===== src/hdl/mctp_pkg.sv =====
// Shared types, constants and command codes of the multi-channel timer pool.
// Depends on nothing; mctp_ctrl, the top level and the checker import it.
package mctp_pkg;

   // Number of channels built; the channel fields are 3 bits, so at most eight are used.
   localparam int TIMER_COUNT = 8;
   localparam int POOL_SIZE   = (TIMER_COUNT < 8) ? TIMER_COUNT : 8;
   localparam int ADDR_W      = (POOL_SIZE > 1) ? $clog2(POOL_SIZE) : 1;
   localparam int RAM_DEPTH   = 1 << ADDR_W;

   localparam logic [15:0] TICKS_PER_SECOND = 16'd1000;

   // floor(t / 1000) == (t * RECIP_1000) >> RECIP_SHIFT for every 16-bit t.
   localparam logic [16:0] RECIP_1000  = 17'd67109;
   localparam int          RECIP_SHIFT = 26;

   localparam int REQ_DATA_W = 40;
   localparam int RSP_DATA_W = 40;

   typedef enum logic [3:0] {
      CMD_TICK,
      CMD_CHECK,
      CMD_ADD_ONCE,
      CMD_ADD_LONG,
      CMD_ADD_LOOP,
      CMD_CREATE,
      CMD_RESTART,
      CMD_STOP,
      CMD_PAUSE,
      CMD_RESUME,
      CMD_DELETE,
      CMD_QUERY,
      CMD_RESET_ALL
   } cmd_type;

   typedef enum logic [1:0] {
      MODE_FREE,
      MODE_RUN,
      MODE_STOP,
      MODE_PAUSE
   } mode_type;

   typedef struct packed {
      mode_type    mode;
      logic        loop;
      logic [15:0] seconds;
      logic [15:0] period;
      logic [15:0] ticks;
   } entry_type;

   localparam int ENTRY_W = $bits(entry_type);

   typedef struct packed {
      logic        last;
      logic [15:0] seconds_left;
      logic [15:0] ticks_left;
      logic        fired;
      logic [2:0]  channel;
      logic        status;
   } rsp_word_type;

   typedef struct packed {
      logic         push;
      rsp_word_type word;
   } rsp_push_type;

   typedef enum logic [2:0] {
      ST_IDLE,
      ST_READ,
      ST_WALK,
      ST_APPLY,
      ST_FINISH
   } state_type;

endpackage


===== src/hdl/mctp_ram.sv =====
// Generic single-write, single-read synchronous RAM with a registered read port.
// Stand-alone; used for the channel table of the timer pool.
module mctp_ram #(
   parameter int WIDTH = 8,
   parameter int DEPTH = 8
) (
   input  logic                     clock,
   input  logic                     wr_en,
   input  logic [$clog2(DEPTH)-1:0] wr_addr,
   input  logic [WIDTH-1:0]         wr_data,
   input  logic                     rd_en,
   input  logic [$clog2(DEPTH)-1:0] rd_addr,
   output logic [WIDTH-1:0]         rd_data
);

   logic [WIDTH-1:0] mem_ff [DEPTH];
   logic [WIDTH-1:0] rd_data_ff;

   always_ff @(posedge clock) begin
      if (wr_en) begin
         mem_ff[wr_addr] <= wr_data;
      end
      if (rd_en) begin
         rd_data_ff <= mem_ff[rd_addr];
      end
   end

   assign rd_data = rd_data_ff;

endmodule


===== src/hdl/mctp_ctrl.sv =====
// Command sequencer of the timer pool: decodes commands, walks the channel table
// for tick and check, and does read-modify-write on single channels. Uses mctp_pkg.
module mctp_ctrl (
   input  logic                            clock,
   input  logic                            reset,
   input  logic                            req_tvalid,
   output logic                            req_tready,
   input  logic [3:0]                      req_tuser,
   input  logic [mctp_pkg::REQ_DATA_W-1:0] req_tdata,
   output logic                            ram_wr_en,
   output logic [mctp_pkg::ADDR_W-1:0]     ram_wr_addr,
   output logic [mctp_pkg::ENTRY_W-1:0]    ram_wr_data,
   output logic                            ram_rd_en,
   output logic [mctp_pkg::ADDR_W-1:0]     ram_rd_addr,
   input  logic [mctp_pkg::ENTRY_W-1:0]    ram_rd_data,
   input  logic                            out_free,
   output mctp_pkg::rsp_push_type          rsp_push
);

   import mctp_pkg::*;

   localparam logic [ADDR_W-1:0] LAST_CH  = ADDR_W'(POOL_SIZE - 1);
   localparam logic [3:0]        POOL_LIM = 4'(POOL_SIZE);

   state_type            state_ff, state_in;
   cmd_type              cmd_ff;
   logic [2:0]           idx_ff;
   logic [15:0]          ms_ff, secs_ff;
   logic [RAM_DEPTH-1:0] busy_ff, busy_in;
   logic                 pend_valid_ff, pend_valid_in;
   logic [2:0]           pend_ch_ff, pend_ch_in;
   logic [ADDR_W-1:0]    cur_ff, cur_in;

   logic                 accept;
   logic                 is_walk;
   logic                 in_range;
   logic [ADDR_W-1:0]    idx_addr;
   logic [ADDR_W-1:0]    mask_addr;
   entry_type            cur_e;
   logic                 free_found;
   logic [ADDR_W-1:0]    free_addr;

   entry_type            walk_e;
   logic                 walk_fire;
   logic [15:0]          sec_dec;
   logic                 advance;

   entry_type            apply_e;
   logic                 apply_wr;
   logic [ADDR_W-1:0]    apply_addr;
   logic [RAM_DEPTH-1:0] apply_busy;
   rsp_word_type         apply_word;
   logic                 apply_ok;
   logic                 add_bad;
   logic [32:0]          query_prod;
   logic [15:0]          query_secs;

   rsp_word_type         fire_word;
   rsp_word_type         finish_word;

   assign accept    = req_tvalid && req_tready;
   assign is_walk   = (cmd_ff == CMD_TICK) || (cmd_ff == CMD_CHECK);
   assign in_range  = {1'b0, idx_ff} < POOL_LIM;
   assign idx_addr  = idx_ff[ADDR_W-1:0];
   assign mask_addr = (state_ff == ST_WALK) ? cur_ff : idx_addr;
   // A free channel always reads as all zeros: its stale RAM contents are masked off.
   assign cur_e     = busy_ff[mask_addr] ? entry_type'(ram_rd_data) : '0;

   always_comb begin
      free_found = 1'b0;
      free_addr  = '0;
      for (int i = POOL_SIZE - 1; i >= 0; i--) begin
         if (!busy_ff[i]) begin
            free_found = 1'b1;
            free_addr  = ADDR_W'(i);
         end
      end
   end

   // One channel of a tick or check walk.
   always_comb begin
      walk_e    = cur_e;
      walk_fire = 1'b0;
      sec_dec   = cur_e.seconds - 16'd1;
      if (cmd_ff == CMD_TICK) begin
         if (cur_e.mode == MODE_RUN && cur_e.ticks != 16'd0) begin
            walk_e.ticks = cur_e.ticks - 16'd1;
         end
      end else if (cur_e.mode == MODE_RUN && cur_e.ticks == 16'd0) begin
         if (cur_e.seconds != 16'd0) begin
            walk_e.seconds = sec_dec;
            walk_e.ticks   = (sec_dec != 16'd0) ? TICKS_PER_SECOND : cur_e.period;
         end else begin
            walk_fire = 1'b1;
            if (cur_e.loop) begin
               walk_e.ticks = cur_e.period;
            end else begin
               walk_e.mode = MODE_STOP;
            end
         end
      end
   end

   assign advance = !(walk_fire && pend_valid_ff && !out_free);

   always_comb begin
      fire_word         = '0;
      fire_word.channel = pend_ch_ff;
      fire_word.fired   = 1'b1;
      finish_word       = '0;
      finish_word.last  = 1'b1;
      if (cmd_ff == CMD_CHECK && pend_valid_ff) begin
         finish_word.channel = pend_ch_ff;
         finish_word.fired   = 1'b1;
      end
   end

   assign query_prod = {17'd0, cur_e.ticks} * {16'd0, RECIP_1000};
   assign query_secs = cur_e.seconds + 16'(query_prod[32:RECIP_SHIFT]);

   // Single-channel commands, and reset_all, which frees every channel.
   always_comb begin
      apply_e            = cur_e;
      apply_wr           = 1'b0;
      apply_addr         = idx_addr;
      apply_busy         = busy_ff;
      apply_ok           = 1'b0;
      add_bad            = 1'b0;
      apply_word         = '0;
      apply_word.last    = 1'b1;
      apply_word.channel = idx_ff;
      case (cmd_ff)
         CMD_ADD_ONCE, CMD_ADD_LONG, CMD_ADD_LOOP, CMD_CREATE: begin
            apply_word.channel = '0;
            add_bad = (cmd_ff == CMD_ADD_LONG) ? (ms_ff == 16'd0 && secs_ff == 16'd0)
                                               : (ms_ff == 16'd0);
            if (add_bad || !free_found) begin
               apply_word.status = 1'b1;
            end else begin
               apply_wr           = 1'b1;
               apply_addr         = free_addr;
               apply_e.mode       = (cmd_ff == CMD_CREATE) ? MODE_STOP : MODE_RUN;
               apply_e.loop       = (cmd_ff == CMD_ADD_LOOP);
               apply_e.seconds    = (cmd_ff == CMD_ADD_LONG) ? secs_ff : 16'd0;
               apply_e.period     = ms_ff;
               if (cmd_ff == CMD_CREATE) begin
                  apply_e.ticks = 16'd0;
               end else if (cmd_ff == CMD_ADD_LONG && ms_ff == 16'd0) begin
                  apply_e.ticks = TICKS_PER_SECOND;
               end else begin
                  apply_e.ticks = ms_ff;
               end
               apply_busy[free_addr] = 1'b1;
               apply_word.channel    = 3'(free_addr);
            end
         end
         CMD_RESTART: begin
            apply_ok = in_range && cur_e.mode != MODE_FREE;
            if (apply_ok) begin
               apply_wr      = 1'b1;
               apply_e.ticks = cur_e.period;
               apply_e.mode  = MODE_RUN;
            end
            apply_word.status = !apply_ok;
         end
         CMD_STOP: begin
            apply_ok = in_range && (cur_e.mode inside {MODE_RUN, MODE_PAUSE});
            if (apply_ok) begin
               apply_wr      = 1'b1;
               apply_e.ticks = 16'd0;
               apply_e.mode  = MODE_STOP;
            end
            apply_word.status = !apply_ok;
         end
         CMD_PAUSE: begin
            apply_ok = in_range && cur_e.mode == MODE_RUN;
            if (apply_ok) begin
               apply_wr     = 1'b1;
               apply_e.mode = MODE_PAUSE;
            end
            apply_word.status = !apply_ok;
         end
         CMD_RESUME: begin
            apply_ok = in_range && cur_e.mode == MODE_PAUSE;
            if (apply_ok) begin
               apply_wr     = 1'b1;
               apply_e.mode = MODE_RUN;
            end
            apply_word.status = !apply_ok;
         end
         CMD_DELETE: begin
            if (in_range) begin
               apply_busy[idx_addr] = 1'b0;
            end
            apply_word.status = !in_range;
         end
         CMD_QUERY: begin
            if (in_range) begin
               apply_word.ticks_left   = cur_e.ticks;
               apply_word.seconds_left = query_secs;
            end else begin
               apply_word.status = 1'b1;
            end
         end
         CMD_RESET_ALL: begin
            apply_busy         = '0;
            apply_word.channel = '0;
         end
         default: begin
            apply_word.status  = 1'b1;
            apply_word.channel = '0;
         end
      endcase
   end

   // Next state.
   always_comb begin
      state_in = state_ff;
      case (state_ff)
         ST_IDLE: begin
            if (accept) state_in = ST_READ;
         end
         ST_READ: begin
            state_in = is_walk ? ST_WALK : ST_APPLY;
         end
         ST_WALK: begin
            if (advance && cur_ff == LAST_CH) state_in = ST_FINISH;
         end
         ST_APPLY, ST_FINISH: begin
            if (out_free) state_in = ST_IDLE;
         end
         default: begin
            state_in = ST_IDLE;
         end
      endcase
   end

   // State outputs.
   always_comb begin
      req_tready    = 1'b0;
      ram_rd_en     = 1'b0;
      ram_rd_addr   = '0;
      ram_wr_en     = 1'b0;
      ram_wr_addr   = '0;
      ram_wr_data   = '0;
      rsp_push      = '0;
      busy_in       = busy_ff;
      pend_valid_in = pend_valid_ff;
      pend_ch_in    = pend_ch_ff;
      cur_in        = cur_ff;
      case (state_ff)
         ST_IDLE: begin
            req_tready = 1'b1;
         end
         ST_READ: begin
            ram_rd_en     = 1'b1;
            ram_rd_addr   = is_walk ? '0 : idx_addr;
            cur_in        = '0;
            pend_valid_in = 1'b0;
         end
         ST_WALK: begin
            if (advance) begin
               ram_wr_en   = 1'b1;
               ram_wr_addr = cur_ff;
               ram_wr_data = walk_e;
               if (walk_fire) begin
                  // A held fire is released only once a later one proves it is not last.
                  if (pend_valid_ff) begin
                     rsp_push.push = 1'b1;
                     rsp_push.word = fire_word;
                  end
                  pend_valid_in = 1'b1;
                  pend_ch_in    = 3'(cur_ff);
               end
               if (cur_ff != LAST_CH) begin
                  ram_rd_en   = 1'b1;
                  ram_rd_addr = cur_ff + ADDR_W'(1);
                  cur_in      = cur_ff + ADDR_W'(1);
               end
            end
         end
         ST_APPLY: begin
            if (out_free) begin
               rsp_push.push = 1'b1;
               rsp_push.word = apply_word;
               ram_wr_en     = apply_wr;
               ram_wr_addr   = apply_addr;
               ram_wr_data   = apply_e;
               busy_in       = apply_busy;
            end
         end
         ST_FINISH: begin
            if (out_free) begin
               rsp_push.push = 1'b1;
               rsp_push.word = finish_word;
               pend_valid_in = 1'b0;
            end
         end
         default: begin
         end
      endcase
   end

   always_ff @(posedge clock) begin
      if (reset) begin
         state_ff      <= ST_IDLE;
         busy_ff       <= '0;
         pend_valid_ff <= 1'b0;
         cur_ff        <= '0;
      end else begin
         state_ff      <= state_in;
         busy_ff       <= busy_in;
         pend_valid_ff <= pend_valid_in;
         cur_ff        <= cur_in;
      end
   end

   always_ff @(posedge clock) begin
      pend_ch_ff <= pend_ch_in;
      if (accept) begin
         cmd_ff  <= cmd_type'(req_tuser);
         idx_ff  <= req_tdata[2:0];
         ms_ff   <= req_tdata[18:3];
         secs_ff <= req_tdata[34:19];
      end
   end

endmodule


===== src/hdl/multi_channel_timer_pool.sv =====
// Top level of the multi-channel timer pool: channel table RAM, command sequencer
// and the result output register. Uses mctp_pkg, mctp_ram and mctp_ctrl.
//
// Usage: one command word enters on the req_ channel; tuser carries the command
// code, tdata the channel index, the period in milliseconds and the seconds count.
// Every command returns one result word on the rsp_ channel, except a check that
// fires channels, which returns one word per fired channel in channel order.
// rsp_tlast marks the final word of a command and rsp_tuser marks a fire report.
// Channel state lives in a single RAM with a registered read. A tick or a check
// reads and writes back one channel per cycle unless it stalls on a fire report.
// Every other command reads its channel, modifies it and writes any change back.
// The result register lets a new command be taken while the last word waits; if
// the receiver holds rsp_tready low, a walk stops on the next fire it has to emit
// and single-channel commands wait before writing back, so nothing is lost.
// After reset all channels read as free and zero: a busy bit per channel masks
// the RAM contents, so no clearing pass is needed, and reset_all works the same way.
module multi_channel_timer_pool (
   input  logic                            clock,
   input  logic                            reset,
   input  logic                            req_tvalid,
   output logic                            req_tready,
   input  logic [3:0]                      req_tuser,  // command
   // req_tdata from bit 0: timer_index[2:0], milliseconds[15:0], seconds[15:0], zero pad
   input  logic [mctp_pkg::REQ_DATA_W-1:0] req_tdata,
   output logic                            rsp_tvalid,
   input  logic                            rsp_tready,
   output logic                            rsp_tuser,  // fired
   // rsp_tdata from bit 0: status, channel[2:0], ticks_left[15:0], seconds_left[15:0], zero pad
   output logic [mctp_pkg::RSP_DATA_W-1:0] rsp_tdata,
   output logic                            rsp_tlast
);

   import mctp_pkg::*;

   logic                ram_wr_en;
   logic [ADDR_W-1:0]   ram_wr_addr;
   logic [ENTRY_W-1:0]  ram_wr_data;
   logic                ram_rd_en;
   logic [ADDR_W-1:0]   ram_rd_addr;
   logic [ENTRY_W-1:0]  ram_rd_data;
   logic                out_free;
   rsp_push_type        rsp_push;

   logic                rsp_valid_ff, rsp_valid_in;
   rsp_word_type        rsp_word_ff, rsp_word_in;

   mctp_ram #(
      .WIDTH (ENTRY_W),
      .DEPTH (RAM_DEPTH)
   ) u_table (
      .clock   (clock),
      .wr_en   (ram_wr_en),
      .wr_addr (ram_wr_addr),
      .wr_data (ram_wr_data),
      .rd_en   (ram_rd_en),
      .rd_addr (ram_rd_addr),
      .rd_data (ram_rd_data)
   );

   mctp_ctrl u_ctrl (
      .clock       (clock),
      .reset       (reset),
      .req_tvalid  (req_tvalid),
      .req_tready  (req_tready),
      .req_tuser   (req_tuser),
      .req_tdata   (req_tdata),
      .ram_wr_en   (ram_wr_en),
      .ram_wr_addr (ram_wr_addr),
      .ram_wr_data (ram_wr_data),
      .ram_rd_en   (ram_rd_en),
      .ram_rd_addr (ram_rd_addr),
      .ram_rd_data (ram_rd_data),
      .out_free    (out_free),
      .rsp_push    (rsp_push)
   );

   // The output register can take a new word when empty or being emptied this cycle.
   assign out_free = !rsp_valid_ff || rsp_tready;

   always_comb begin
      rsp_valid_in = rsp_valid_ff;
      rsp_word_in  = rsp_word_ff;
      if (rsp_push.push) begin
         rsp_valid_in = 1'b1;
         rsp_word_in  = rsp_push.word;
      end else if (rsp_tready) begin
         rsp_valid_in = 1'b0;
      end
   end

   always_ff @(posedge clock) begin
      if (reset) begin
         rsp_valid_ff <= 1'b0;
      end else begin
         rsp_valid_ff <= rsp_valid_in;
      end
   end

   always_ff @(posedge clock) begin
      rsp_word_ff <= rsp_word_in;
   end

   assign rsp_tvalid = rsp_valid_ff;
   assign rsp_tuser  = rsp_word_ff.fired;
   assign rsp_tlast  = rsp_word_ff.last;
   assign rsp_tdata  = {4'd0, rsp_word_ff.seconds_left, rsp_word_ff.ticks_left,
                        rsp_word_ff.channel, rsp_word_ff.status};

endmodule


===== config.mk =====
export PLATFORM = sky130hd
export DESIGN_NAME = multi_channel_timer_pool
export DESIGN_NICKNAME = d
export VERILOG_FILES = /design/src/hdl/mctp_pkg.sv /design/src/hdl/mctp_ram.sv /design/src/hdl/mctp_ctrl.sv /design/src/hdl/multi_channel_timer_pool.sv
export SDC_FILE = /design/constraint.sdc
export NUM_CORES = 1
export LEC_CHECK = 0
export BUFFER_PORTS_ARGS = -buffer_cell sky130_fd_sc_hd__buf_4
export CAP_MARGIN = 20
export CORE_UTILIZATION = 30
export CTS_BUF_LIST = sky130_fd_sc_hd__clkbuf_4 sky130_fd_sc_hd__clkbuf_8
export CTS_CLUSTER_DIAMETER = 30
export DETAILED_ROUTE_END_ITERATION = 8
export PLACE_DENSITY = 0.55
export SLEW_MARGIN = 20
export SYNTH_ARGS = -nofsm -noshare
export SYNTH_HDL_FRONTEND = slang
export SYNTH_SLANG_ARGS = --single-unit

===== constraint.sdc =====
create_clock -name clock -period 8.1 [get_ports clock]
set_input_delay 1.215 -clock clock [delete_from_list [all_inputs] [get_ports clock]]
set_output_delay 1.215 -clock clock [all_outputs]
set_load 0.005 [all_outputs]

Yosys cells after proc, flatten, opt, wreduce, memory -nomap -nowiden
Memory sizes are Yosys's and may differ from the RTL's. A register that Yosys moved wholly into a read port is not among the register bits. Index checks and enable logic that the tools add are counted. Widths: inputs -> output; s select.

Memories: 1. Bits in latches: 0. Bits in writable memories: 408. Word-level logic and storage cells: 214. Bits in registers: 96. Bits in read-only memories: 0.

Memories: u_table.mem_ff (depth 8, bits a word 51, rd ports 1, clocked after Yosys merged registers in 1, wr ports 1, RTL line mctp_ram.sv:16) `logic [WIDTH-1:0] mem_ff [DEPTH];`.

Div/mod/pow operators: 0. Muxes and demuxes: 110. Bitwise operators: 4. Magnitude comparators: 5. Add/subtract/negate cells: 4. Shifts and indexed selects: 0. Eq/ne operators: 28. Reductions and logical operators: 45. Multipliers: 1.

Operators by type and width (count): $mux 16 (14); $mux 51 (4); $mux 39 (5); $pmux 39 s3 (1); $pmux 51 s2 (1); $mux 3 (22); $logic_not 16->1 (3); $pmux 16 s3 (1); $reduce_bool 16->1 (3); $mux 1 (34); $mul 16x17->33 const B (1); $mux 33 (1); $mux 32 (1); $sub 16x1->16 const B (2); $pmux 3 s2 (4); $pmux 8 s3 (1); $eq 4x4->1 const B (5); $mux 2 (9); $add 16x7->16 (1); $eq 4x3->1 const B (4); $lt 3x4->1 const B (3); $pmux 3 s4 (1); $logic_and 1x1->1 (11); $pmux 2 s5 (1); 36 further kinds (64).

Depth between registers and ports, before layout
Gate-level depths: netlist of run 1.

Depth in word-level cells: 16. Depth in mapped cells: 38. Mapped depth without buffers: 34.

Modules after synthesis
Synthesis of run 1 repeated with hierarchy kept, for this count alone.

Cells, all modules: 1923. Area total of the unflattened synthesis: 27888.0 µm².

By module, submodules not included: mctp_ram (instances 1, area each 16889.9 µm², cells each 653); mctp_ctrl (instances 1, area each 9776.9 µm², cells each 1223); multi_channel_timer_pool (instances 1, area each 1221.2 µm², cells each 47).

Worst setup path after synthesis of run 1
Ideal clock, no wire load.

Path type: reg-to-reg. From: reg u_ctrl.state_ff[0]. To: reg rsp_word_ff (netlist bit rsp_tdata[28]) (data pin). Required time: 7.834 ns. Setup slack: -0.305 ns. Arrival: 8.139 ns. Stages on the path, launching flop included: 37. Period minus slack after synthesis: 8.405 ns. Path through: dfxtp_1 > or3b_2 > clkbuf_1 > mux2i_1 > a2111oi_4 > o21bai_1 > buf_2 > buf_2 > buf_2 > and2_1 > inv_1 > fa_1 > inv_1 > fa_1 > inv_1 > fa_1 > inv_1 > fa_1 > ha_1 > ha_1 > a21oi_1 > o211ai_1 > a221oi_1 > o21ai_0 > a21o_1 > a221o_1 > xor2_1 > ha_1 > fa_1 > a21oi_1 > o21bai_1 > a21o_1 > a21o_1 > a21oi_1 > nor2_1 > mux2_2 > nor2_1.

RTL lines: start, declared (RTL line mctp_ctrl.sv:25) `state_type state_ff, state_in;`; start signal, assigned (RTL line mctp_ctrl.sv:311) `state_ff <= state_in;`; end signal, assigned (RTL line multi_channel_timer_pool.sv:100) `rsp_word_ff <= rsp_word_in;`; end, declared (RTL line multi_channel_timer_pool.sv:45) `rsp_word_type rsp_word_ff, rsp_word_in;`.

==> run_summary.xml, run 1 <==
<?xml version="1.0" encoding="UTF-8"?>
<metrics>
  <group name="power">
    <metric name="power_switching_share" unit="">0.318</metric>
    <metric name="p_int" unit="mW">6.10</metric>
    <metric name="power_switching" unit="mW">2.85</metric>
    <metric name="power.combinational.fraction" unit="">0.265</metric>
    <metric name="power_density" unit="mW/mm²">264</metric>
    <metric name="cellLeakagePower" unit="nW">13.2</metric>
    <metric name="peakVddDrop" unit="mV">0.147</metric>
    <metric name="power_frac_clock" unit="">0.332</metric>
    <metric name="seq_pwr_share" unit="">0.402</metric>
  </group>
  <group name="sta">
    <metric name="worst_hold_slack_after_final_layout" unit="ns">0.519</metric>
    <metric name="rsz0062_at_grt" unit="">yes</metric>
    <metric name="highest_clock_rate" unit="MHz">126</metric>
    <metric name="worst-slew-pin-transition" unit="ns">1.18</metric>
    <metric name="hold_violation_count_in_the_final_report" unit="">0</metric>
    <metric name="timing_max_transition_violations_final" unit="">0</metric>
    <metric name="final_report_setup_violation_count" unit="">0</metric>
    <metric name="maxSlewHeadroom" unit="">0.204</metric>
    <metric name="skew" unit="ns">0.0629</metric>
    <metric name="smallest_setup_slack_after_layout" unit="ns">0.192</metric>
    <metric name="finalWorstPathRequiredPeriod" unit="ns">7.91</metric>
    <metric name="fin_crit_sh" unit="">0.976</metric>
  </group>
  <group name="critical_path">
    <metric name="worst-path-max-fanout" unit="">5</metric>
    <metric name="critical_path.slowest_cell" unit="">sky130_fd_sc_hd__fa_2</metric>
    <metric name="worst_setup_sp_type" unit="">flip-flop</metric>
    <metric name="end_kind" unit="">flip-flop</metric>
    <metric name="r2r_setup_slack" unit="ns">0.19</metric>
    <metric name="worstPathArrival" unit="ns">8.47</metric>
    <metric name="worstPathRequired" unit="ns">8.67</metric>
    <metric name="critPathKind" unit="">reg2reg</metric>
    <metric name="max_stage_delay" unit="ns">0.57</metric>
  </group>
  <group name="clocking">
    <metric name="cts_made_buffers" unit="">108</metric>
    <metric name="insertion_delay" unit="ns">0.75</metric>
    <metric name="tritoncts" unit="">done</metric>
    <metric name="root_buffer" unit="">sky130_fd_sc_hd__clkbuf_8</metric>
    <metric name="numClockSinks" unit="">555</metric>
    <metric name="htreeDepth" unit="">3</metric>
    <metric name="clk_pin_slew_worst_paths" unit="ns">0.06</metric>
    <metric name="cts_buffer_depth" unit="">3</metric>
    <metric name="hold_buffers" unit="">0</metric>
  </group>
  <group name="place">
    <metric name="hpwl" unit="µm">54100</metric>
    <metric name="instance_area_at_placement" unit="mm²">0.0311</metric>
    <metric name="numPortBuffers" unit="">82</metric>
    <metric name="routabilityCongestion" unit="">0.888</metric>
    <metric name="post-place-ws" unit="ns">-0.150</metric>
  </group>
  <group name="grt">
    <metric name="grt_first_pass_wirelength" unit="µm">121000</metric>
    <metric name="grt_usage" unit="">0.169</metric>
    <metric name="number_of_antenna_violations_at_the_first_check_in_global_routing" unit="">3</metric>
    <metric name="first_global_vias" unit="">19208</metric>
    <metric name="grt_max_degree" unit="">89</metric>
    <metric name="grt_overflow_total" unit="">0</metric>
  </group>
  <group name="detailed_routing">
    <metric name="drtIter0Drc" unit="">1559</metric>
    <metric name="vias_per_cell" unit="">5.22</metric>
    <metric name="drt_pass_1_iters" unit="">5</metric>
    <metric name="drtAntennaViolNets" unit="">0</metric>
    <metric name="wl_per_cell" unit="µm">22.5</metric>
    <metric name="post-route-drc-count" unit="">0</metric>
    <metric name="detailroute.via_count" unit="">19104</metric>
    <metric name="route.final.wire_length" unit="µm">82500</metric>
  </group>
  <group name="synth">
    <metric name="synth.top_cells.by_area" unit="">sky130_fd_sc_hd__edfxtp_1 57%, sky130_fd_sc_hd__mux2i_1 7.4%, sky130_fd_sc_hd__ha_1 6.4%</metric>
    <metric name="yosys_register_bits" unit="">555</metric>
    <metric name="ys_seq_area_frac" unit="">0.582</metric>
    <metric name="synthMostInstantiatedCell" unit="">sky130_fd_sc_hd__edfxtp_1</metric>
    <metric name="yosysWarningCount" unit="">0</metric>
    <metric name="avgSynthCellArea" unit="µm²">13.5</metric>
    <metric name="synthFlopType" unit="">sky130_fd_sc_hd__edfxtp_1</metric>
    <metric name="async_set_or_reset_register_ratio_after_synthesis" unit="">0</metric>
    <metric name="synth_largest_type_area_fraction" unit="">0.571</metric>
    <metric name="netlist-cell-type-count" unit="">91</metric>
    <metric name="edff_count_synth" unit="">539</metric>
    <metric name="synthesized_instance_count" unit="">2109</metric>
    <metric name="synth_top_area_cell" unit="">sky130_fd_sc_hd__edfxtp_1</metric>
    <metric name="synth.cell_area" unit="mm²">0.0284</metric>
    <metric name="ys_top_cells_by_count" unit="">539 x sky130_fd_sc_hd__edfxtp_1, 210 x sky130_fd_sc_hd__mux2i_1, 146 x sky130_fd_sc_hd__ha_1</metric>
  </group>
  <group name="final_layout">
    <metric name="nNetsFinal" unit="">2548</metric>
    <metric name="fin_area" unit="mm²">0.0340</metric>
    <metric name="post_route_cells_drive_above_1_share" unit="">0.230</metric>
    <metric name="area_growth" unit="%">19.7</metric>
  </group>
  <group name="floorplan">
    <metric name="rows" unit="">112</metric>
    <metric name="design.die.area" unit="mm²">0.0958</metric>
    <metric name="initial_core_utilization" unit="">0.303</metric>
    <metric name="dieWidth" unit="µm">310</metric>
    <metric name="dieHeight" unit="µm">310</metric>
    <metric name="core-area" unit="mm²">0.0935</metric>
    <metric name="ioPinCount" unit="">92</metric>
  </group>
  <group name="outcome">
    <metric name="status" unit="">finished, final reports clean</metric>
  </group>
  <group name="job">
    <metric name="maxCapViolations" unit="">0</metric>
  </group>
  <group name="min_path">
    <metric name="hp-class" unit="">reg2reg</metric>
  </group>
</metrics>
[critical path, delay by kind of cell (launching register included)]
family | cells | cell delay, ns
adder cells (fa/ha/maj) | 8 | 3.10
buffers and inverters | 3 | 0.24
flip-flops | 1 | 0.33
XOR/XNOR | 1 | 0.18
AO/OA/AOI/OAI | 13 | 2.72
multiplexers | 2 | 0.51
AND/OR/NAND/NOR | 4 | 0.69
[cells by family (layout without fill, tap and decap cells)]
| logic type | after synthesis | in the layout | synth area share |
|---|---|---|---|
| and+or+nand+nor | 461 | 461 | 0.0828 |
| buffers and inverters | 224 | 518 | 0.0357 |
| adders and majority gates | 185 | 185 | 0.0916 |
| muxes | 215 | 215 | 0.0765 |
| DFF | 555 | 555 | 0.582 |
| AOI/OAI and AO/OA | 418 | 418 | 0.116 |
| other | 1 | 5 | 0.000132 |
| xor gates and xnor gates | 50 | 50 | 0.0154 |
[placed cells by master, fill, tap and decap left out, types with 38 or more instances in the layout]
| cell | synthesis | layout |
|---|---|---|
| sky130_fd_sc_hd__a211oi_2 | 51 | 51 |
| sky130_fd_sc_hd__a21oi_1 | 60 | 51 |
| sky130_fd_sc_hd__a22o_1 | 68 | 68 |
| sky130_fd_sc_hd__and3_1 | 72 | 71 |
| sky130_fd_sc_hd__buf_4 | 18 | 199 |
| sky130_fd_sc_hd__clkbuf_8 | 0 | 111 |
| sky130_fd_sc_hd__edfxtp_1 | 539 | 539 |
| sky130_fd_sc_hd__ha_1 | 146 | 135 |
| sky130_fd_sc_hd__inv_1 | 104 | 94 |
| sky130_fd_sc_hd__mux2i_1 | 210 | 209 |
| sky130_fd_sc_hd__nand2_1 | 91 | 87 |
| sky130_fd_sc_hd__nor2_1 | 115 | 104 |
| sky130_fd_sc_hd__nor3_1 | 41 | 38 |
| sky130_fd_sc_hd__o21ai_0 | 41 | 38 |
[registers in the layout, indices dropped and copies added, names as in the netlist]
register,flops
rsp_tlast,1
rsp_tdata,36
u_ctrl.pend_ch_ff,3
u_ctrl.idx_addr,3
rsp_tuser,1
u_ctrl.pend_valid_ff,1
u_table.mem_ff,408
u_ctrl.busy_ff,8
u_ctrl.ms_ff,16
u_table.rd_data,51
u_ctrl.cmd_ff,4
u_ctrl.state_ff,3
rsp_tvalid,1
u_ctrl.secs_ff,16
u_ctrl.cur_ff,3
[per-layer routing]
layer  wire length (µm)  global-route usage
met4               2750              0.0682
met5                 25                   0
met1              36000               0.225
met3               5140              0.0271
met2              38600               0.275
[per-stage QoR]
step | power [mW] | instances | setup TNS, ns | utilization
after floorplan | 5.11 | 2112 | 0 | -
after detailed placement | 5.85 | 3447 | -0.622 | 0.333
after CTS | 8.87 | 3651 | 0 | 0.359
after global placement | 5.81 | 3447 | 0 | 0.333
final | 8.95 | 3661 | 0 | 0.363
after global routing | 9.38 | 3661 | -0.347 | 0.363
[power by group through the flow]
stage / sequential (mW) / combinational, mW / clock, mW
finish: 3.60 / 2.37 / 2.98
global route: 3.61 / 2.59 / 3.18
CTS: 3.59 / 2.23 / 3.05
detailed placement: 3.65 / 2.21 / 0
global placement: 3.64 / 2.16 / 0
floorplan: 3.50 / 1.61 / 0
[cell type report]
cell class	instances	area, µm²
multi-input combinational	1333	11300
clock buffer	139	1740
clock inverter	61	638
fill	8941	59500
inverter	104	398
timing repair buffer	214	1770
antenna	1	2.50
tap	1254	1570
sequential	555	16500
[path summary, 6_finish.rpt]
| kind | startpoint | to | cells after the start |
|---|---|---|---|
| max | u_ctrl.state_ff[1] | rsp_tdata[28] | 31 |
| min | u_ctrl.cur_ff[0] | u_ctrl.pend_ch_ff[0] | 0 |
| min reg2reg | u_ctrl.cur_ff[0] | u_ctrl.pend_ch_ff[0] | 0 |
| max reg2reg | u_ctrl.state_ff[1] | rsp_tdata[28] | 31 |
[timing repair]
action	4_1_cts	5_1_grt
endpoints found under the setup margin	8	10
pin swaps	1	30
buffers inserted	4	8
gates resized for setup	4	65
cloned	0	1
No activity file was read; power rests on OpenSTA's default activity.
==> inputs of run 2 (changes only) <==
--- a/config.mk
+++ b/config.mk
@@ -12,5 +12,5 @@
 export CTS_CLUSTER_DIAMETER = 30
 export DETAILED_ROUTE_END_ITERATION = 8
-export PLACE_DENSITY = 0.55
+export PLACE_DENSITY = 0.53
 export SLEW_MARGIN = 20
 export SYNTH_ARGS = -nofsm -noshare
==> constraint.sdc (replaced) <==
create_clock -name clock -period 8.8 [get_ports clock]
set_input_delay 1.76 -clock clock [delete_from_list [all_inputs] [get_ports clock]]
set_output_delay 1.76 -clock clock [all_outputs]
set_load 0.005 [all_outputs]
==> run_summary.xml, run 2 (synthesis gave the netlist of run 1 again) <==
<?xml version="1.0" encoding="UTF-8"?>
<metrics>
  <group name="sta">
    <metric name="highest_clock_rate" unit="MHz">119</metric>
    <metric name="fin_crit_sh" unit="">0.956</metric>
    <metric name="worst_hold_slack_after_final_layout" unit="ns">0.555</metric>
    <metric name="rsz0062_at_grt" unit="">no</metric>
    <metric name="finalWorstPathRequiredPeriod" unit="ns">8.41</metric>
    <metric name="smallest_setup_slack_after_layout" unit="ns">0.388</metric>
    <metric name="worst-slew-pin-transition" unit="ns">1.15</metric>
    <metric name="skew" unit="ns">0.0674</metric>
    <metric name="timing_max_transition_violations_final" unit="">0</metric>
    <metric name="hold_violation_count_in_the_final_report" unit="">0</metric>
    <metric name="maxSlewHeadroom" unit="">0.223</metric>
    <metric name="final_report_setup_violation_count" unit="">0</metric>
  </group>
  <group name="place">
    <metric name="post-place-ws" unit="ns">-0.0634</metric>
    <metric name="numPortBuffers" unit="">82</metric>
    <metric name="hpwl" unit="µm">53400</metric>
    <metric name="routabilityCongestion" unit="">0.893</metric>
  </group>
  <group name="min_path">
    <metric name="worst_hold_path.endpoint" unit="">u_ctrl.busy_ff[5]</metric>
    <metric name="worst_hold_startpoint" unit="">u_ctrl.busy_ff[5]</metric>
    <metric name="instance_count_along_the_most_critical_hold_path" unit="">2</metric>
    <metric name="hp-class" unit="">reg2reg</metric>
  </group>
  <group name="critical_path">
    <metric name="r2r_setup_slack" unit="ns">0.39</metric>
    <metric name="worstPathRequired" unit="ns">9.24</metric>
    <metric name="end_kind" unit="">flip-flop</metric>
    <metric name="worst-path-max-fanout" unit="">6</metric>
    <metric name="critPathKind" unit="">reg2reg</metric>
    <metric name="critical_path.slowest_cell" unit="">sky130_fd_sc_hd__fa_1</metric>
    <metric name="critical_path.reg2reg.startpoint" unit="">u_ctrl.state_ff[0]</metric>
    <metric name="max_stage_delay" unit="ns">0.50</metric>
    <metric name="worst_setup_sp_type" unit="">flip-flop</metric>
    <metric name="worstPathArrival" unit="ns">8.85</metric>
    <metric name="crit_path_frequent_cell" unit="">sky130_fd_sc_hd__ha_1</metric>
    <metric name="critical_path.reg2reg.endpoint" unit="">rsp_tdata[28]</metric>
    <metric name="reg2reg_depth" unit="">31</metric>
  </group>
  <group name="final_layout">
    <metric name="max_flop_register" unit="">u_table.mem_ff</metric>
    <metric name="post_route_cells_drive_above_1_share" unit="">0.192</metric>
    <metric name="final_common_cell" unit="">sky130_fd_sc_hd__edfxtp_1</metric>
    <metric name="nNetsFinal" unit="">2501</metric>
    <metric name="layout.filler_cells" unit="">8962</metric>
    <metric name="largest_register_ff_count" unit="">408</metric>
    <metric name="area_growth" unit="%">18.3</metric>
    <metric name="final_cell_mix" unit="">539 x sky130_fd_sc_hd__edfxtp_1, 210 x sky130_fd_sc_hd__mux2i_1, 150 x sky130_fd_sc_hd__buf_4, 146 x sky130_fd_sc_hd__ha_1, 116 x sky130_fd_sc_hd__clkbuf_8</metric>
    <metric name="multiInputGateArea" unit="mm²">0.0111</metric>
    <metric name="seq_area" unit="mm²">0.0165</metric>
  </group>
  <group name="floorplan">
    <metric name="dieHeight" unit="µm">310</metric>
    <metric name="ioPinCount" unit="">92</metric>
    <metric name="core-area" unit="mm²">0.0935</metric>
    <metric name="initial_core_utilization" unit="">0.303</metric>
    <metric name="rows" unit="">112</metric>
    <metric name="design.die.area" unit="mm²">0.0958</metric>
    <metric name="dieWidth" unit="µm">310</metric>
  </group>
  <group name="clocking">
    <metric name="insertion_delay" unit="ns">0.77</metric>
    <metric name="htreeDepth" unit="">3</metric>
    <metric name="tritoncts" unit="">done</metric>
    <metric name="numClockSinks" unit="">555</metric>
    <metric name="cts_made_buffers" unit="">115</metric>
    <metric name="root_buffer" unit="">sky130_fd_sc_hd__clkbuf_8</metric>
    <metric name="hold_buffers" unit="">0</metric>
    <metric name="clk_pin_slew_worst_paths" unit="ns">0.05</metric>
    <metric name="cts_buffer_depth" unit="">3</metric>
  </group>
  <group name="grt">
    <metric name="grt_overflow_total" unit="">0</metric>
    <metric name="grt_first_pass_wirelength" unit="µm">123000</metric>
    <metric name="number_of_antenna_violations_at_the_first_check_in_global_routing" unit="">6</metric>
    <metric name="grt_max_degree" unit="">68</metric>
    <metric name="grt_usage" unit="">0.173</metric>
    <metric name="first_global_vias" unit="">18848</metric>
  </group>
  <group name="detailed_routing">
    <metric name="route.final.wire_length" unit="µm">83500</metric>
    <metric name="wl_per_cell" unit="µm">23.0</metric>
    <metric name="wl_met3" unit="µm">5240</metric>
    <metric name="drtAntennaViolNets" unit="">0</metric>
    <metric name="drt_pass_1_iters" unit="">9</metric>
    <metric name="post-route-drc-count" unit="">2</metric>
    <metric name="detailroute.via_count" unit="">18826</metric>
    <metric name="vias_per_cell" unit="">5.19</metric>
    <metric name="wl_met1" unit="µm">37100</metric>
    <metric name="met2WireLength" unit="µm">38800</metric>
    <metric name="topRoutingLayerUsed" unit="">met4</metric>
    <metric name="drtIter0Drc" unit="">1579</metric>
  </group>
  <group name="power">
    <metric name="peakVddDrop" unit="mV">0.135</metric>
    <metric name="power.combinational.fraction" unit="">0.238</metric>
    <metric name="p_total" unit="mW">8.44</metric>
    <metric name="seq_pwr_share" unit="">0.392</metric>
    <metric name="power_switching_share" unit="">0.310</metric>
    <metric name="cellLeakagePower" unit="nW">13.0</metric>
    <metric name="power_switching" unit="mW">2.62</metric>
    <metric name="p_int" unit="mW">5.82</metric>
    <metric name="power_density" unit="mW/mm²">252</metric>
    <metric name="power_frac_clock" unit="">0.370</metric>
  </group>
  <group name="outcome">
    <metric name="status" unit="">complete, but fails checks</metric>
    <metric name="violations" unit="">DRC</metric>
  </group>
  <group name="job">
    <metric name="maxCapViolations" unit="">0</metric>
  </group>
</metrics>
## run 2: cell types whose count changed in the layout (fill, tap and decap cells not counted), sizes merged
cell | before | now
diode | 1 | 2
o21bai | 6 | 7
inv | 108 | 107
clkinvlp | 11 | 25
bufinv | 9 | 20
clkbuf | 140 | 131
buf | 213 | 159
## run 2: worst max-delay path by stage
| stage | startpoint | end | slack, ns |
|---|---|---|---|
| 3_3_place_gp | u_ctrl.state_ff[0] | rsp_tdata[28] | 0.14 |
| 2_1_floorplan | u_ctrl.state_ff[0] | rsp_tdata[28] | 0.40 |
| 5_1_grt | u_ctrl.state_ff[0] | rsp_tdata[28] | 0.03 |
| 3_5_place_dp | u_ctrl.state_ff[0] | rsp_tdata[28] | -0.06 |
| 6_report | u_ctrl.state_ff[0] | rsp_tdata[28] | 0.39 |
| 4_1_cts | u_ctrl.state_ff[0] | rsp_tdata[28] | 0.005 |
## run 2: critical path, delay by kind of cell (launching register included)
family / cells / cell delay (ns)
AOI/OAI and AO/OA: 11 / 2.67
xor gates and xnor gates: 1 / 0.19
adders and majority gates: 9 / 3.43
buffers and inverters: 3 / 0.26
DFF: 1 / 0.31
muxes: 2 / 0.43
and+or+nand+nor: 5 / 0.82
## run 2: metal layers
layer,track usage,vias to the layer above
met1,0.236,9481
met5,0,-
met3,0.0290,170
li1,-,8482
met2,0.278,693
met4,0.0580,0
## run 2: power groups by stage
| stage | clock [mW] | combinational, mW | sequential [mW] |
|---|---|---|---|
| 2_1_floorplan | 0 | 1.48 | 3.22 |
| 3_3_place_gp | 0 | 1.96 | 3.35 |
| 3_5_place_dp | 0 | 1.98 | 3.35 |
| 4_1_cts | 3.19 | 2.00 | 3.30 |
| 5_1_grt | 3.32 | 2.20 | 3.32 |
| 6_report | 3.12 | 2.01 | 3.31 |
## run 2: timing repair
action                     in CTS  in global routing
resized for setup               1                  7
pin swaps                       0                  3
setup endpoints to repair       3                  7
gates cloned                    0                  1
buffers inserted                0                  5
## run 2: final cells by class
cell class                      count  share of cell area
Inverter                          104              0.0116
Sequential cell                   555               0.492
Clock inverter                     85              0.0302
Timing Repair Buffer              159              0.0389
Tap cell                         1254              0.0468
Antenna cell                        2            0.000149
Multi-Input combinational cell   1334               0.330
Clock buffer                      131              0.0509
## run 2: per-stage QoR
stage               utilization  area (µm²)  cells  setup TNS, ns
floorplan                     -       28400   2112              0
global placement          0.329       30700   3399              0
detailed placement        0.329       30700   3400         -0.107
CTS                       0.358       33500   3616              0
global route              0.359       33600   3624              0
finish                    0.359       33600   3624              0
==> inputs of run 3 (changes only) <==
Settings changed: GPL_TIMING_DRIVEN from default to 0.
==> run_summary.xml, run 3 (synthesis gave the netlist of run 1 again) <==
<?xml version="1.0" encoding="UTF-8"?>
<metrics>
  <group name="critical_path">
    <metric name="setup.worst_path.end" unit="">rsp_tdata[35]</metric>
    <metric name="worstPathRequired" unit="ns">9.28</metric>
    <metric name="worst_setup_sp_type" unit="">flip-flop</metric>
    <metric name="cp-startpoint" unit="">u_ctrl.state_ff[1]</metric>
    <metric name="r2r_setup_slack" unit="ns">0.24</metric>
    <metric name="critPathKind" unit="">reg2reg</metric>
    <metric name="worstPathArrival" unit="ns">9.04</metric>
    <metric name="crit_path_frequent_cell" unit="">sky130_fd_sc_hd__ha_1</metric>
    <metric name="reg2reg_depth" unit="">33</metric>
    <metric name="max_stage_delay" unit="ns">0.47</metric>
    <metric name="critical_path.reg2reg.startpoint" unit="">u_ctrl.state_ff[1]</metric>
    <metric name="critical_path.slowest_cell" unit="">sky130_fd_sc_hd__fa_1</metric>
    <metric name="worst-path-max-fanout" unit="">10</metric>
    <metric name="critical_path.reg2reg.endpoint" unit="">rsp_tdata[35]</metric>
    <metric name="end_kind" unit="">flip-flop</metric>
  </group>
  <group name="clocking">
    <metric name="htreeDepth" unit="">3</metric>
    <metric name="hold_buffers" unit="">0</metric>
    <metric name="cts_buffer_depth" unit="">3</metric>
    <metric name="root_buffer" unit="">sky130_fd_sc_hd__clkbuf_8</metric>
    <metric name="tritoncts" unit="">done</metric>
    <metric name="insertion_delay" unit="ns">0.77</metric>
    <metric name="numClockSinks" unit="">555</metric>
    <metric name="cts_made_buffers" unit="">120</metric>
    <metric name="clk_pin_slew_worst_paths" unit="ns">0.05</metric>
  </group>
  <group name="detailed_routing">
    <metric name="drt_pass_1_iters" unit="">7</metric>
    <metric name="met2WireLength" unit="µm">41600</metric>
    <metric name="post-route-drc-count" unit="">0</metric>
    <metric name="wl_met1" unit="µm">41800</metric>
    <metric name="drtAntennaViolNets" unit="">0</metric>
    <metric name="vias_per_cell" unit="">5.20</metric>
    <metric name="wl_per_cell" unit="µm">24.6</metric>
    <metric name="topRoutingLayerUsed" unit="">met5</metric>
    <metric name="detailroute.via_count" unit="">19316</metric>
    <metric name="drtIter0Drc" unit="">1921</metric>
    <metric name="route.final.wire_length" unit="µm">91500</metric>
    <metric name="wl_met3" unit="µm">5560</metric>
  </group>
  <group name="final_layout">
    <metric name="final_cell_mix" unit="">539 x sky130_fd_sc_hd__edfxtp_1, 209 x sky130_fd_sc_hd__mux2i_1, 145 x sky130_fd_sc_hd__ha_1, 127 x sky130_fd_sc_hd__buf_4, 121 x sky130_fd_sc_hd__clkbuf_8</metric>
    <metric name="area_growth" unit="%">21.2</metric>
    <metric name="final_common_cell" unit="">sky130_fd_sc_hd__edfxtp_1</metric>
    <metric name="max_flop_register" unit="">u_table.mem_ff</metric>
    <metric name="post_route_cells_drive_above_1_share" unit="">0.205</metric>
    <metric name="final_cells" unit="">3717</metric>
    <metric name="nNetsFinal" unit="">2593</metric>
    <metric name="largest_register_ff_count" unit="">408</metric>
  </group>
  <group name="floorplan">
    <metric name="dieHeight" unit="µm">310</metric>
    <metric name="dieWidth" unit="µm">310</metric>
    <metric name="initial_core_utilization" unit="">0.303</metric>
    <metric name="core-area" unit="mm²">0.0935</metric>
    <metric name="ioPinCount" unit="">92</metric>
    <metric name="design.die.area" unit="mm²">0.0958</metric>
    <metric name="rows" unit="">112</metric>
  </group>
  <group name="power">
    <metric name="power.combinational.fraction" unit="">0.259</metric>
    <metric name="p_int" unit="mW">5.90</metric>
    <metric name="power_switching" unit="mW">2.77</metric>
    <metric name="seq_pwr_share" unit="">0.376</metric>
    <metric name="power_frac_clock" unit="">0.364</metric>
    <metric name="cellLeakagePower" unit="nW">13.3</metric>
    <metric name="peakVddDrop" unit="mV">0.119</metric>
    <metric name="power_density" unit="mW/mm²">252</metric>
    <metric name="power_switching_share" unit="">0.320</metric>
  </group>
  <group name="grt">
    <metric name="number_of_antenna_violations_at_the_first_check_in_global_routing" unit="">5</metric>
    <metric name="first_global_vias" unit="">19145</metric>
    <metric name="grt_overflow_total" unit="">0</metric>
    <metric name="grt_first_pass_wirelength" unit="µm">132000</metric>
    <metric name="grt_max_degree" unit="">41</metric>
    <metric name="grt_usage" unit="">0.190</metric>
  </group>
  <group name="place">
    <metric name="numPortBuffers" unit="">81</metric>
    <metric name="routabilityCongestion" unit="">0.921</metric>
    <metric name="numPlacedInstances" unit="">3474</metric>
    <metric name="hpwl" unit="µm">66000</metric>
  </group>
  <group name="sta">
    <metric name="highest_clock_rate" unit="MHz">117</metric>
    <metric name="hold_violation_count_in_the_final_report" unit="">0</metric>
    <metric name="timing_max_transition_violations_final" unit="">0</metric>
    <metric name="final_report_setup_violation_count" unit="">0</metric>
    <metric name="worst-slew-pin-transition" unit="ns">1.13</metric>
    <metric name="worst_hold_slack_after_final_layout" unit="ns">0.539</metric>
    <metric name="skew" unit="ns">0.0450</metric>
    <metric name="finalWorstPathRequiredPeriod" unit="ns">8.56</metric>
    <metric name="maxSlewHeadroom" unit="">0.224</metric>
    <metric name="fin_crit_sh" unit="">0.973</metric>
  </group>
  <group name="job">
    <metric name="maxCapViolations" unit="">0</metric>
  </group>
  <group name="outcome">
    <metric name="status" unit="">finished, final reports clean</metric>
  </group>
  <group name="min_path">
    <metric name="hp-class" unit="">reg2reg</metric>
  </group>
</metrics>
[run 3: layout make-up]
class	count	area, µm²
inverters	104	412
clock buffers	129	1720
well taps	1254	1570
fillers	8968	59100
diodes	2	5.00
clock inverters	93	1040
multi-input cells	1333	11100
repair buffers	131	1360
flip-flops and latches	555	16500
plain buffers	116	681
[run 3: power groups by stage]
stage | logic, mW | clock network (mW) | registers [mW]
floorplan | 1.48 | 0 | 3.22
global placement | 2.12 | 0 | 3.32
detailed placement | 2.17 | 0 | 3.30
CTS | 2.22 | 3.24 | 3.26
global route | 2.45 | 3.38 | 3.27
finish | 2.25 | 3.16 | 3.26
[run 3: how the worst min path moves through the flow]
| stage | to | slack (ns) | start | depth (start not counted) |
|---|---|---|---|---|
| floorplan | u_ctrl.pend_ch_ff[0] | 0.43 | u_ctrl.cur_ff[0] | 0 |
| global placement | u_ctrl.pend_ch_ff[0] | 0.52 | u_ctrl.cur_ff[0] | 0 |
| detailed placement | u_ctrl.pend_ch_ff[0] | 0.53 | u_ctrl.cur_ff[0] | 0 |
| CTS | u_ctrl.pend_ch_ff[0] | 0.53 | u_ctrl.cur_ff[0] | 0 |
| global route | u_ctrl.pend_ch_ff[0] | 0.54 | u_ctrl.cur_ff[0] | 0 |
| finish | u_ctrl.pend_ch_ff[0] | 0.54 | u_ctrl.cur_ff[0] | 0 |
[run 3: worst max-delay path: cells and delay by family (launching register included)]
kind                     cells  cell delay, ns
adder cells (fa/ha/maj)      8            2.66
AO/OA/AOI/OAI                6            1.54
flip-flops                   1            0.36
multiplexers                 1            0.20
buffers and inverters        6            0.67
AND/OR/NAND/NOR             10            2.44
XOR/XNOR                     2            0.41
[run 3: timing repair]
item / 4_1_cts / 5_1_grt
endpoints found under the setup margin: 16 / 9
pin swaps: 2 / 5
hold endpoints to repair: 0 / 0
buffers inserted: 10 / 13
resized for setup: 54 / 23
[run 3: stage by stage]
step | total power [mW] | setup WS, ns | TNS, ns | util | cell area (µm²)
after floorplan | 4.70 | 0.395 | 0 | - | 28400
after global placement | 5.44 | -3.79 | -1393.42 | 0.327 | 30600
after detailed placement | 5.47 | -2.25 | -25.35 | 0.334 | 31200
after CTS | 8.72 | 0.0136 | 0 | 0.366 | 34200
after global routing | 9.10 | -0.0590 | -0.190 | 0.368 | 34400
final | 8.67 | 0.237 | 0 | 0.368 | 34400
[run 3: layer usage]
metal  GRT usage  vias to the layer above
met5           0                        -
met1       0.268                     9717
met4      0.0639                        2
li1            -                     8686
met2       0.298                      771
met3      0.0293                      140
